<file path="config.mk">
export PLATFORM = sky130hd
export DESIGN_NAME = icosphere_face_index_generator_top
export DESIGN_NICKNAME = d
export VERILOG_FILES = /design/src/rtl/ifig_pkg.sv /design/src/rtl/ifig_in_stage.sv /design/src/rtl/ifig_seq.sv /design/src/rtl/ifig_out_stage.sv /design/src/rtl/icosphere_face_index_generator_top.sv
export SDC_FILE = /design/constraint.sdc
export NUM_CORES = 1
export LEC_CHECK = 0
export BUFFER_PORTS_ARGS = -buffer_cell sky130_fd_sc_hd__buf_2
export CAP_MARGIN = 0
export CORE_MARGIN = 2
export CORE_UTILIZATION = 45
export DETAILED_ROUTE_END_ITERATION = 16
export GPL_TIMING_DRIVEN = 1
export HOLD_SLACK_MARGIN = 0.15
export PLACE_DENSITY = 0.59
export SLEW_MARGIN = 20
export SYNTH_ARGS = -nofsm -noshare
export SYNTH_HDL_FRONTEND = slang
export SYNTH_SLANG_ARGS = --single-unit
</file>
<file path="constraint.sdc">
create_clock -name clk -period 21.9 [get_ports clk]
set_input_delay 0 -clock clk [delete_from_list [all_inputs] [get_ports clk]]
set_output_delay 0 -clock clk [all_outputs]
set_load 0.1 [all_outputs]
</file>
<file path="src/rtl/ifig_pkg.sv">
`timescale 1ns / 1ps

package ifig_pkg;

    localparam int CFG_W            = 7;
    localparam int VERTEX_W         = 16;
    localparam int FACE_NUM_W       = 17;
    localparam int SIDE_W           = 3;
    localparam int SIDES            = 5;
    localparam int IN_DATA_W        = 8;
    localparam int OUT_DATA_W       = 72;
    localparam int MAX_DIVISIONS_DEF = 64;

    typedef struct packed {
        logic valid;
        logic restart;
    } item_ctl_t;

    typedef struct packed {
        logic [VERTEX_W-1:0]   vertex_a;
        logic [VERTEX_W-1:0]   vertex_b;
        logic [VERTEX_W-1:0]   vertex_c;
        logic [FACE_NUM_W-1:0] face_number;
        logic                  last_face;
    } face_t;

endpackage

</file>
<file path="src/rtl/ifig_in_stage.sv">
`timescale 1ns / 1ps

module ifig_in_stage
    import ifig_pkg::*;
(
    input  logic                 clk,
    input  logic                 rst_n,
    input  logic                 s_axis_tvalid,
    output logic                 s_axis_tready,
    input  logic [IN_DATA_W-1:0] s_axis_tdata,   // [0] restart, rest zero
    input  logic                 advance,
    output item_ctl_t            item
);

    logic valid_reg;
    logic valid_next;
    logic restart_reg;
    logic accept;

    assign s_axis_tready = !valid_reg || advance;
    assign accept        = s_axis_tvalid && s_axis_tready;

    always_comb
    begin
        valid_next = valid_reg;
        if (accept)
        begin
            valid_next = 1'b1;
        end
        else if (advance)
        begin
            valid_next = 1'b0;
        end
    end

    always_ff @(posedge clk or negedge rst_n)
    begin
        if (!rst_n)
        begin
            valid_reg <= 1'b0;
        end
        else
        begin
            valid_reg <= valid_next;
        end
    end

    // hold the payload until the sequencer takes it
    always_ff @(posedge clk)
    begin
        if (accept)
        begin
            restart_reg <= s_axis_tdata[0];
        end
    end

    assign item.valid   = valid_reg;
    assign item.restart = restart_reg;

endmodule

</file>
<file path="src/rtl/ifig_seq.sv">
`timescale 1ns / 1ps

module ifig_seq
    import ifig_pkg::*;
#(
    parameter int MAX_DIVISIONS = MAX_DIVISIONS_DEF
)
(
    input  logic             clk,
    input  logic             rst_n,
    input  logic             cfg_valid,
    output logic             cfg_ready,
    input  logic [CFG_W-1:0] cfg_data,
    input  item_ctl_t        item,
    input  logic             advance,
    output logic             fire,
    output logic             res_valid,
    output face_t            res_face
);

    localparam int DIV_W  = $clog2(MAX_DIVISIONS + 1);
    localparam int STEP_W = $clog2(2 * MAX_DIVISIONS + 1);
    localparam int IDX_W  = $clog2(5 * MAX_DIVISIONS + 2);

    typedef enum logic [2:0] {
        SEC_TOP,
        SEC_UPPER,
        SEC_MIDDLE,
        SEC_LOWER,
        SEC_BOTTOM
    } section_t;

    function automatic logic [IDX_W-1:0] ring_pos(input logic [IDX_W-1:0] k,
                                                  input logic [IDX_W-1:0] cnt);
        return (k == '0) ? cnt - 1'b1 : k - 1'b1;
    endfunction

    section_t              sec_reg,    sec_next,    sec_cur;
    logic [DIV_W-1:0]      ring_reg,   ring_next,   ring_cur;
    logic [SIDE_W-1:0]     side_reg,   side_next,   side_cur;
    logic [STEP_W-1:0]     step_reg,   step_next,   step_cur;
    logic                  second_reg, second_next, second_cur;
    logic [VERTEX_W-1:0]   lo_reg,     lo_next,     lo_cur;
    logic [VERTEX_W-1:0]   hi_reg,     hi_next,     hi_cur;
    logic [FACE_NUM_W-1:0] faces_reg,  faces_next,  faces_cur;
    logic                  fin_reg,    fin_next,    fin_cur;
    logic [DIV_W-1:0]      n_reg,      n_next;

    logic [DIV_W-1:0]      ml, mh;
    logic [STEP_W-1:0]     half;
    logic                  par;
    logic [IDX_W-1:0]      p, q, cl, ch;
    logic [IDX_W-1:0]      lo_p, lo_p1, hi_q, hi_q1;
    logic [VERTEX_W-1:0]   v_lo_p, v_lo_p1, v_hi_q, v_hi_q1;
    logic [VERTEX_W-1:0]   e_inc, e_wrap;
    logic [STEP_W-1:0]     step_inc;
    logic                  side_last;
    logic                  in_band;

    assign fire      = item.valid && advance;
    assign cfg_ready = 1'b1;

    // a restart item begins from the reset position of the list
    always_comb
    begin
        sec_cur    = item.restart ? SEC_TOP : sec_reg;
        ring_cur   = item.restart ? '0 : ring_reg;
        side_cur   = item.restart ? '0 : side_reg;
        step_cur   = item.restart ? '0 : step_reg;
        second_cur = item.restart ? 1'b0 : second_reg;
        lo_cur     = item.restart ? '0 : lo_reg;
        hi_cur     = item.restart ? VERTEX_W'(1) : hi_reg;
        faces_cur  = item.restart ? '0 : faces_reg;
        fin_cur    = item.restart ? 1'b0 : fin_reg;
    end

    always_comb
    begin
        if (cfg_data == '0)
        begin
            n_next = DIV_W'(1);
        end
        else if (32'(cfg_data) > 32'(MAX_DIVISIONS))
        begin
            n_next = DIV_W'(MAX_DIVISIONS);
        end
        else
        begin
            n_next = DIV_W'(cfg_data);
        end
    end

    // ring geometry of the current strip
    always_comb
    begin
        unique case (sec_cur)
            SEC_UPPER:
            begin
                ml = ring_cur;
                mh = ring_cur + 1'b1;
            end
            SEC_LOWER:
            begin
                ml = ring_cur + 1'b1;
                mh = ring_cur;
            end
            SEC_MIDDLE:
            begin
                ml = n_reg;
                mh = n_reg;
            end
            default:
            begin
                ml = '0;
                mh = '0;
            end
        endcase
        in_band = (sec_cur == SEC_MIDDLE);
        half    = in_band ? step_cur : (step_cur >> 1);
        par     = in_band ? second_cur : step_cur[0];
        p       = IDX_W'(side_cur) * IDX_W'(ml) + IDX_W'(half);
        q       = IDX_W'(side_cur) * IDX_W'(mh) + IDX_W'(half);
        cl      = (IDX_W'(ml) << 2) + IDX_W'(ml);
        ch      = (IDX_W'(mh) << 2) + IDX_W'(mh);
        lo_p    = ring_pos(p, cl);
        lo_p1   = ring_pos(p + 1'b1, cl);
        hi_q    = ring_pos(q, ch);
        hi_q1   = ring_pos(q + 1'b1, ch);
        v_lo_p  = lo_cur + VERTEX_W'(lo_p);
        v_lo_p1 = lo_cur + VERTEX_W'(lo_p1);
        v_hi_q  = hi_cur + VERTEX_W'(hi_q);
        v_hi_q1 = hi_cur + VERTEX_W'(hi_q1);
    end

    assign side_last = (side_cur >= SIDE_W'(SIDES - 1));
    assign e_inc     = VERTEX_W'(side_cur) + VERTEX_W'(1);
    assign e_wrap    = side_last ? '0 : e_inc;
    assign step_inc  = step_cur + 1'b1;

    always_comb
    begin
        sec_next    = sec_cur;
        ring_next   = ring_cur;
        side_next   = side_cur;
        step_next   = step_cur;
        second_next = second_cur;
        lo_next     = lo_cur;
        hi_next     = hi_cur;
        faces_next  = faces_cur;
        fin_next    = fin_cur;
        res_valid   = 1'b0;
        res_face    = '0;
        res_face.face_number = faces_cur;
        if (!fin_cur)
        begin
            res_valid  = 1'b1;
            faces_next = faces_cur + 1'b1;
            unique case (sec_cur)
                SEC_TOP:
                begin
                    res_face.vertex_a = '0;
                    res_face.vertex_b = e_inc;
                    res_face.vertex_c = e_wrap + VERTEX_W'(1);
                    side_next = side_cur + 1'b1;
                    if (side_last)
                    begin
                        side_next = '0;
                        lo_next   = hi_cur;
                        hi_next   = hi_cur + VERTEX_W'(SIDES);
                        ring_next = DIV_W'(1);
                        sec_next  = (n_reg >= DIV_W'(2)) ? SEC_UPPER : SEC_MIDDLE;
                    end
                end
                SEC_UPPER:
                begin
                    if (!par)
                    begin
                        res_face.vertex_a = v_lo_p;
                        res_face.vertex_b = v_hi_q;
                        res_face.vertex_c = v_hi_q1;
                    end
                    else
                    begin
                        res_face.vertex_a = v_lo_p1;
                        res_face.vertex_b = v_lo_p;
                        res_face.vertex_c = v_hi_q1;
                    end
                    if (step_cur < (STEP_W'(ring_cur) << 1))
                    begin
                        step_next = step_inc;
                    end
                    else
                    begin
                        step_next = '0;
                        side_next = side_cur + 1'b1;
                        if (side_last)
                        begin
                            side_next = '0;
                            lo_next   = hi_cur;
                            hi_next   = hi_cur + VERTEX_W'(ch);
                            if (mh < n_reg)
                            begin
                                ring_next = mh;
                            end
                            else
                            begin
                                sec_next  = SEC_MIDDLE;
                                ring_next = DIV_W'(1);
                            end
                        end
                    end
                end
                SEC_MIDDLE:
                begin
                    if (!par)
                    begin
                        res_face.vertex_a = v_lo_p;
                        res_face.vertex_b = v_hi_q;
                        res_face.vertex_c = v_lo_p1;
                        second_next = 1'b1;
                    end
                    else
                    begin
                        res_face.vertex_a = v_lo_p1;
                        res_face.vertex_b = v_hi_q;
                        res_face.vertex_c = v_hi_q1;
                        second_next = 1'b0;
                        step_next   = step_inc;
                        if (step_inc >= STEP_W'(n_reg))
                        begin
                            step_next = '0;
                            side_next = side_cur + 1'b1;
                            if (side_last)
                            begin
                                side_next = '0;
                                lo_next   = hi_cur;
                                hi_next   = hi_cur + VERTEX_W'(cl);
                                if (ring_cur < n_reg)
                                begin
                                    ring_next = ring_cur + 1'b1;
                                end
                                else if (n_reg >= DIV_W'(2))
                                begin
                                    sec_next  = SEC_LOWER;
                                    ring_next = n_reg - 1'b1;
                                end
                                else
                                begin
                                    sec_next = SEC_BOTTOM;
                                end
                            end
                        end
                    end
                end
                SEC_LOWER:
                begin
                    if (!par)
                    begin
                        res_face.vertex_a = v_lo_p;
                        res_face.vertex_b = v_hi_q;
                        res_face.vertex_c = v_lo_p1;
                    end
                    else
                    begin
                        res_face.vertex_a = v_lo_p1;
                        res_face.vertex_b = v_hi_q;
                        res_face.vertex_c = v_hi_q1;
                    end
                    if (step_cur < (STEP_W'(ring_cur) << 1))
                    begin
                        step_next = step_inc;
                    end
                    else
                    begin
                        step_next = '0;
                        side_next = side_cur + 1'b1;
                        if (side_last)
                        begin
                            side_next = '0;
                            lo_next   = hi_cur;
                            hi_next   = hi_cur + VERTEX_W'(ch);
                            if (ring_cur > DIV_W'(1))
                            begin
                                ring_next = ring_cur - 1'b1;
                            end
                            else
                            begin
                                sec_next = SEC_BOTTOM;
                            end
                        end
                    end
                end
                SEC_BOTTOM:
                begin
                    res_face.vertex_a = hi_cur;
                    res_face.vertex_b = hi_cur - e_inc;
                    res_face.vertex_c = hi_cur - e_wrap - VERTEX_W'(1);
                    if (side_last)
                    begin
                        res_face.last_face = 1'b1;
                        fin_next = 1'b1;
                    end
                    else
                    begin
                        side_next = side_cur + 1'b1;
                    end
                end
                default:
                begin
                    fin_next   = 1'b1;
                    res_valid  = 1'b0;
                    faces_next = faces_cur;
                end
            endcase
        end
    end

    always_ff @(posedge clk or negedge rst_n)
    begin
        if (!rst_n)
        begin
            sec_reg    <= SEC_TOP;
            ring_reg   <= '0;
            side_reg   <= '0;
            step_reg   <= '0;
            second_reg <= 1'b0;
            lo_reg     <= '0;
            hi_reg     <= VERTEX_W'(1);
            faces_reg  <= '0;
            fin_reg    <= 1'b1;
            n_reg      <= DIV_W'(1);
        end
        else
        begin
            if (fire)
            begin
                sec_reg    <= sec_next;
                ring_reg   <= ring_next;
                side_reg   <= side_next;
                step_reg   <= step_next;
                second_reg <= second_next;
                lo_reg     <= lo_next;
                hi_reg     <= hi_next;
                faces_reg  <= faces_next;
                fin_reg    <= fin_next;
            end
            // a new division count stops the list until the next restart
            if (cfg_valid && cfg_ready)
            begin
                n_reg   <= n_next;
                fin_reg <= 1'b1;
            end
        end
    end

`ifndef ASSERT_OFF
    a_restart_face0: assert property (@(posedge clk) disable iff (!rst_n)
        fire && item.restart |-> res_valid && (res_face.face_number == '0))
        else $error("restart item did not give face zero");

    a_quiet_when_done: assert property (@(posedge clk) disable iff (!rst_n)
        fire && fin_reg && !item.restart |-> !res_valid)
        else $error("face produced after the list finished");

    a_last_stops: assert property (@(posedge clk) disable iff (!rst_n)
        fire && res_valid && res_face.last_face |=> fin_reg)
        else $error("list still running after the last face");

    a_face_count: assert property (@(posedge clk) disable iff (!rst_n)
        fire && res_valid |=>
            (faces_reg == FACE_NUM_W'($past(res_face.face_number) + 1'b1)))
        else $error("face count did not advance by one");
`endif

endmodule

</file>
<file path="src/rtl/ifig_out_stage.sv">
`timescale 1ns / 1ps

module ifig_out_stage
    import ifig_pkg::*;
(
    input  logic                  clk,
    input  logic                  rst_n,
    input  logic                  fire,
    input  logic                  res_valid,
    input  face_t                 res_face,
    output logic                  advance,
    output logic                  m_axis_tvalid,
    input  logic                  m_axis_tready,
    // [15:0] vertex_a, [31:16] vertex_b, [47:32] vertex_c, [64:48] face_number, rest zero
    output logic [OUT_DATA_W-1:0] m_axis_tdata,
    output logic                  m_axis_tlast
);

    logic  valid_reg;
    logic  valid_next;
    face_t face_reg;

    assign advance = !valid_reg || m_axis_tready;

    always_comb
    begin
        valid_next = valid_reg;
        if (fire)
        begin
            valid_next = res_valid;
        end
        else if (advance)
        begin
            valid_next = 1'b0;
        end
    end

    always_ff @(posedge clk or negedge rst_n)
    begin
        if (!rst_n)
        begin
            valid_reg <= 1'b0;
        end
        else
        begin
            valid_reg <= valid_next;
        end
    end

    always_ff @(posedge clk)
    begin
        if (fire && res_valid)
        begin
            face_reg <= res_face;
        end
    end

    assign m_axis_tvalid = valid_reg;
    assign m_axis_tlast  = face_reg.last_face;
    assign m_axis_tdata  = {{(OUT_DATA_W - 3 * VERTEX_W - FACE_NUM_W){1'b0}},
                            face_reg.face_number, face_reg.vertex_c,
                            face_reg.vertex_b, face_reg.vertex_a};

endmodule

</file>
<file path="src/rtl/icosphere_face_index_generator_top.sv">
`timescale 1ns / 1ps
// An accepted item is held in the input stage, its face formed combinationally and
// registered in the output stage; one item per cycle while m_axis_tready is high.
// Each item steps the ring counters once; small adds and 3-bit multiplies give its face.
// Reset (rst_n, asynchronous, active low): divisions 1, list finished; ticks give
// no face until an item with restart set begins the list at face zero.
module icosphere_face_index_generator_top
    import ifig_pkg::*;
#(
    parameter int MAX_DIVISIONS = MAX_DIVISIONS_DEF
)
(
    input  logic                  clk,
    input  logic                  rst_n,
    input  logic                  cfg_valid,
    output logic                  cfg_ready,
    input  logic [CFG_W-1:0]      cfg_data,
    input  logic                  s_axis_tvalid,
    output logic                  s_axis_tready,
    // [0] restart, rest zero
    input  logic [IN_DATA_W-1:0]  s_axis_tdata,
    output logic                  m_axis_tvalid,
    input  logic                  m_axis_tready,
    // [15:0] vertex_a, [31:16] vertex_b, [47:32] vertex_c, [64:48] face_number, rest zero
    output logic [OUT_DATA_W-1:0] m_axis_tdata,
    output logic                  m_axis_tlast
);

    item_ctl_t item;
    logic      advance;
    logic      fire;
    logic      res_valid;
    face_t     res_face;

    ifig_in_stage u_in_stage (
        .clk           (clk),
        .rst_n         (rst_n),
        .s_axis_tvalid (s_axis_tvalid),
        .s_axis_tready (s_axis_tready),
        .s_axis_tdata  (s_axis_tdata),
        .advance       (advance),
        .item          (item)
    );

    ifig_seq #(
        .MAX_DIVISIONS (MAX_DIVISIONS)
    ) u_seq (
        .clk       (clk),
        .rst_n     (rst_n),
        .cfg_valid (cfg_valid),
        .cfg_ready (cfg_ready),
        .cfg_data  (cfg_data),
        .item      (item),
        .advance   (advance),
        .fire      (fire),
        .res_valid (res_valid),
        .res_face  (res_face)
    );

    ifig_out_stage u_out_stage (
        .clk           (clk),
        .rst_n         (rst_n),
        .fire          (fire),
        .res_valid     (res_valid),
        .res_face      (res_face),
        .advance       (advance),
        .m_axis_tvalid (m_axis_tvalid),
        .m_axis_tready (m_axis_tready),
        .m_axis_tdata  (m_axis_tdata),
        .m_axis_tlast  (m_axis_tlast)
    );

endmodule

</file>
; ---- Word-level counts from Yosys, hierarchy flattened
; Cells that the tools add are included.
[totals]
register_bits = 148
inputBits = 20
output_inout_bits = 76
wordCells = 177
[op_classes]
addsub = 30
n_mul = 2
magnitude_cmp = 8
eq_ne = 4
muxes = 93
bitwise_logic = 1
n_reduce_logical = 21
[op_table]
columns = op, n
row1 = two-way mux 16 bit, 15
row2 = case mux 48 bit (4 select lines), 1
row3 = two-way mux 7 bit, 16
row4 = adder 16 x 9 -> 16 bit, 6
row5 = two-way mux 48 bit, 2
row6 = case mux 16 bit (3 select lines), 2
row7 = two-way mux 3 bit, 21
row8 = "subtractor 9 x 1 -> 9 bit, second input constant", 6
row9 = two-way mux 17 bit, 3
row10 = two-way mux 8 bit, 6
row11 = case mux 7 bit (3 select lines), 2
row12 = zero test 9 bit, 4
row13 = two-way mux 9 bit, 4
row14 = subtractor 16 bit, 2
row15 = case mux 7 bit (4 select lines), 1
row16 = case mux 3 bit (4 select lines), 2
row17 = "adder 9 x 1 -> 9 bit, second input constant", 2
row18 = adder 9 x 7 -> 9 bit, 2
row19 = adder 9 x 8 -> 9 bit, 2
row20 = multiplier 3 x 7 -> 9 bit, 2
row21 = "adder 17 x 1 -> 17 bit, second input constant", 1
row22 = "adder 16 x 1 -> 16 bit, second input constant", 1
row23 = "adder 16 x 3 -> 16 bit, second input constant", 1
row24 = case mux 8 bit (2 select lines), 1
row25 = other kinds (29), 54

; ---- Longest topological paths before layout
[depth]
ltp_word = 11
depth_mapped = 36
ltp_nobuf = 33

; ---- Modules after synthesis
; Synthesis repeated with hierarchy kept, for this count alone.
[unflattened]
cells_unflattened = 2140
area_unflattened_um2 = 17092.6
[modules_own_cells]
columns = mod, n_inst, cells_per_inst, area_per_inst_um2, seq_area_each_um2
row1 = ifig_seq, 1, 2055, 14900.5, 1980.6
row2 = ifig_out_stage, 1, 78, 2093.3, 2006.9
row3 = ifig_in_stage, 1, 7, 98.8, 55.1

; ---- Worst setup path after synthesis
; No wires, ideal clock.
[synth_path]
path_type = register to register
start = register u_in_stage.restart_reg
end = register u_out_stage.face_reg, in the netlist u_out_stage.m_axis_tdata[44], data pin
setup_time_ns = 0.280
arrival_ns = 7.661
t_required_ns = 21.620
setup_slack_ns = 13.959
stages_incl_launch_ff = 32
path_buffers = 2
period_less_slack_ns = 7.941
path_cell_list = edfxtp_1 > buf_4 > buf_2 > nor2b_1 > inv_1 > ha_1 > mux2i_1 > o21ai_1 > nand2_1 > fa_1 > fa_1 > inv_1 > ha_1 > a211oi_1 > o21ai_0 > a221oi_1 > nand3_1 > xnor2_1 > a311oi_4 > mux2i_1 > ha_1 > inv_1 > fa_1 > nor2b_1 > o21ai_0 > a21boi_0 > o21ai_0 > a21boi_0 > o21ai_0 > and3_1 > o211ai_1 > o311ai_0
[synth_between]
elab_chain_cells = 11
elab_cells_between_ends = 46
cone_classes = add/sub: 17 / mul: 2 / order compare: 1 / eq/ne: 4 / mux: 18 / reduce/logical: 4
[synth_rtl]
columns = element, line
row1 = start: declaration, ifig_in_stage.sv:17  ; logic restart_reg;
row2 = start signal: assignment, ifig_in_stage.sv:53  ; restart_reg <= s_axis_tdata[0];
row3 = two-way mux 7 bit or two-way mux 3 bit (tied branches), "ifig_seq.sv:67, ifig_seq.sv:66"
row4 = "adder 7 x 1 -> 7 bit, or another cell as far along", "ifig_seq.sv:100, ifig_seq.sv:104"
row5 = case mux 7 bit (3 select lines), ifig_seq.sv:96  ; unique case (sec_cur)
row6 = "multiplier 3 x 7 -> 9 bit, on equally long branches", "ifig_seq.sv:121, ifig_seq.sv:122"
row7 = "adder 9 x 8 -> 9 bit, on equally long branches", "ifig_seq.sv:121, ifig_seq.sv:122"
row8 = "adder 9 x 1 -> 9 bit, on equally long branches", "ifig_seq.sv:126, ifig_seq.sv:128"
row9 = subtractor 9 x 1 -> 9 bit or zero test 9 bit (tied branches), ifig_seq.sv:35  ; return (k == '0) ? cnt - 1'b1 : k - 1'b1;
row10 = two-way mux 9 bit, ifig_seq.sv:35
row11 = "adder 16 x 9 -> 16 bit, on equally long branches", "ifig_seq.sv:130, ifig_seq.sv:132"
row12 = "two-way mux 48 bit, on equally long branches", "ifig_seq.sv:215, ifig_seq.sv:257, ifig_seq.sv:176"
row13 = case mux 48 bit (4 select lines), ifig_seq.sv:158  ; unique case (sec_cur)
row14 = end signal: assignment, ifig_out_stage.sv:54  ; face_reg <= res_face;
row15 = end: declaration, ifig_out_stage.sv:21  ; face_t face_reg;
; Parallel ways exist; a longest one is shown, timed or not.
; A chain may end at the register's enable or synchronous reset.

; ---- Worst setup path in the final report
; Ends and elaborated chain as after synthesis.

==> run_results.csv <==
group,metric,value,unit
status,outcome,"completed",
sta,maxSlewHeadroom,0.2247,
finish,drive_gt1_frac,0.08853,
sta,fin_tns_setup,0,ns
setup_path,path_max_fanout,111,
yosys,yosysMostFrequentCell,"nand2_1",
pwr,leakage,8.016,nW
detailed_routing,post_drt_wl_per_cell,23.14,microns
setup_path,path_class,"register to register",
yosys,synth_top_cell_by_area,"edfxtp_1",
hold_path,hold_class,"input pin to register",
place,place_inst,2711,
setup_path,crit_path_start_kind,"register",
yosys,synthArstFlopShare,0.5473,
hold_path,hp-start,"s_axis_tdata[0]",
hold_path,min_to,"u_in_stage.restart_reg$_DFFE_PP_",
cts,clock-root-buffer,"clkbuf_16",
pwr,ir_drop,0.06387,mV
setup_path,r2r_slack,11.63,ns
pwr,p_comb_frac,0.523,
pwr,power_density,72.74,mW/mm^2
sta,setup_viol,0,
flow_run,cap_violations,0,
place,io_buffers,80,
cts,path_clk_slew,0.06,ns
grt,grtUsageTotal,0.3281,
yosys,synth.area.top_cells,"edfxtp_1, dfrtp_1, ha_1",
detailed_routing,dr.pass1.iters,6,
yosys,synth_common_cells,"nand2_1, nor2_1, a21oi_1",
sta,fin_crit,10.27,ns
setup_path,required,22.07,ns
setup_path,reg2regPathDepth,32,
floorplan,dieArea,0.03987,sq mm
detailed_routing,detail-route-antenna-nets,0,
sta,hold_violations,0,
pwr,p_seq_frac,0.270,
pwr,p_switching,0.6713,mW
floorplan,initial_core_util,0.4574,
pwr,intPower,0.7096,mW
finish,diodes,0,
cts,cts_tree,"yes",
yosys,synth_edf_count,67,
pwr,clockPowerShare,0.207,
grt,grt_pass1_vias,16322,
yosys,ys.flop_type,"dfrtp_1",
yosys,yosys.area.top_type_share,0.1168,
sta,slew_viol_final,0,
place,dpl-instance-area,0.01816,sq mm
finish,fillers,3696,
setup_path,rr_endpoint,"u_out_stage.m_axis_tdata[44]$_SDFFCE_PP0P_",
floorplan,die_h,199.7,microns
pwr,switching_share,0.4861,
cts,clockBufferDepth,2,
cts,post_cts.repair.setup_buffers,0,
floorplan,io_pins,96,
finish,largest_reg_flops,65,
setup_path,max_stage_delay,0.95,ns
grt,grt_pass1_wl,97880,microns
cts,cts_sinks,148,
yosys,yosysSeqAreaShare,0.2346,
place,hpwl,48470,microns
cts,cts_hold_buf,27,
setup_path,slowest_stage,"a221oi_1",
cts,cts-resized-gates,0,
sta,rsz0062_at_grt,"false",
yosys,syn_area,0.01723,sq mm
hold_path,whs_path_depth,2,
grt,grt-ovfl-total,0,
finish,fin_area,0.01898,sq mm
yosys,syn_inst,2187,
yosys,ys_warn_count,0,
setup_path,r2r-start,"u_in_stage.restart_reg$_DFFE_PP_",
setup_path,cp.depth,32,
yosys,yosys_register_bits,148,
sta,clock_skew,0.01134,ns
yosys,syn_avg_cell_area,7.878,sq um
place,gp_congestion,1.010,
sta,tightestPinTransition,1.159,ns
setup_path,critPathTopFamily,"compound AO/OA/AOI/OAI gates",
cts,clock_latency,0.46,ns
floorplan,rows,71,
sta,max_freq,0.09740,GHz
grt,antenna_found_initial,0,
detailed_routing,drc,0,
floorplan,core_area,0.03767,sq mm
detailed_routing,drtIter0Drc,1837,
detailed_routing,drt-vias-per-instance,6.173,
finish,syn2layout_area_growth,10.18,%
detailed_routing,via_count,17099,
sta,finalCritPeriodShare,0.4688,
floorplan,die_w,199.7,microns
detailed_routing,drt-total-wl,64100,microns
setup_path,cp-end-kind,"register",
setup_path,cp.arrival,10.44,ns
finish,stdcell_count,2770,
cts,htreeDepth,4,
yosys,ys_types,95,
setup_path,crit_buf_inv,6,
grt,grt_max_degree,112,
finish,post-route-util,0.5040,
finish,final_nets,2433,
cts,cts_made_buffers,17,
## power groups by stage
stage / Sequential [mW] / Combinational (mW) / Clock [mW]
finish: 0.373 / 0.722 / 0.285
global route: 0.376 / 0.774 / 0.298
CTS: 0.370 / 0.710 / 0.288
detailed placement: 0.376 / 0.701 / 0
global placement: 0.375 / 0.694 / 0
floorplan: 0.430 / 0.437 / 0
## worst max-delay path by stage
stage,startpoint,end,slack (ns)
floorplan,u_in_stage.restart_reg$_DFFE_PP_,u_out_stage.m_axis_tdata[44]$_SDFFCE_PP0P_,13.96
global placement,u_in_stage.restart_reg$_DFFE_PP_,u_out_stage.m_axis_tdata[44]$_SDFFCE_PP0P_,11.81
detailed placement,u_in_stage.restart_reg$_DFFE_PP_,u_out_stage.m_axis_tdata[44]$_SDFFCE_PP0P_,11.78
CTS,u_in_stage.restart_reg$_DFFE_PP_,u_out_stage.m_axis_tdata[44]$_SDFFCE_PP0P_,11.74
global route,u_in_stage.restart_reg$_DFFE_PP_,u_out_stage.m_axis_tdata[44]$_SDFFCE_PP0P_,10.94
finish,u_in_stage.restart_reg$_DFFE_PP_,u_out_stage.m_axis_tdata[44]$_SDFFCE_PP0P_,11.63
## stage by stage
step | setup slack (ns) | hold WS (ns) | power, mW
final | 11.63 | 0.2551 | 1.381
after global routing | 10.94 | 0.2819 | 1.448
after CTS | 11.74 | 0.2524 | 1.368
after detailed placement | 11.78 | -0.06743 | 1.077
after global placement | 11.81 | -0.07057 | 1.069
after floorplan | 13.96 | -0.2956 | 0.8668
## layer usage
| layer | GRT usage | routed length, microns |
|---|---|---|
| met3 | 0.04405 | 4706 |
| met2 | 0.5021 | 27620 |
| met5 | 0 | 0 |
| met1 | 0.4304 | 27030 |
| met4 | 0.2230 | 4736 |
## kinds of logic (layout without fill, tap and decap cells)
group | Yosys count | in the layout | share of synthesized area
DFF | 148 | 148 | 0.2346
AOI/OAI and AO/OA | 570 | 570 | 0.2178
other | 2 | 8 | 0.0004359
adders and majority gates | 167 | 167 | 0.1352
xor gates and xnor gates | 198 | 198 | 0.1014
and+or+nand+nor | 812 | 812 | 0.2251
buffers and inverters | 240 | 306 | 0.05548
muxes | 50 | 50 | 0.02985
## layout by cell type, fill, tap and decap left out, drive strengths merged, types with 11 or more instances in the layout
cell         instances
a21boi              13
a21o                26
a21oi              146
a221oi              11
a222oi              12
a22oi               21
a31oi               20
and2                19
and3                14
buf                121
clkbuf              19
clkinv              11
dfrtp               78
dlygate4sd3         26
edfxtp              67
fa                  32
ha                 135
inv                126
mux2i               42
nand2              243
nand2b              29
nand3               58
nand4               18
nor2               222
nor2b               70
nor3                57
nor4                15
o211ai              16
o21a                18
o21ai              139
o221ai              12
o22ai               17
o31ai               14
or2                 17
xnor2              128
xor2                69
## area by class of cell
type | instances | area, sq um | area share
Inverter | 127 | 479.2 | 0.02524
Tap cell | 511 | 639.4 | 0.03368
Clock inverter | 13 | 108.9 | 0.005734
Timing Repair Buffer | 147 | 996.0 | 0.05246
Sequential cell | 148 | 4043 | 0.2129
Multi-Input combinational cell | 1805 | 12290 | 0.6471
Clock buffer | 19 | 432.9 | 0.02280
(Power assumes the default switching activity.)
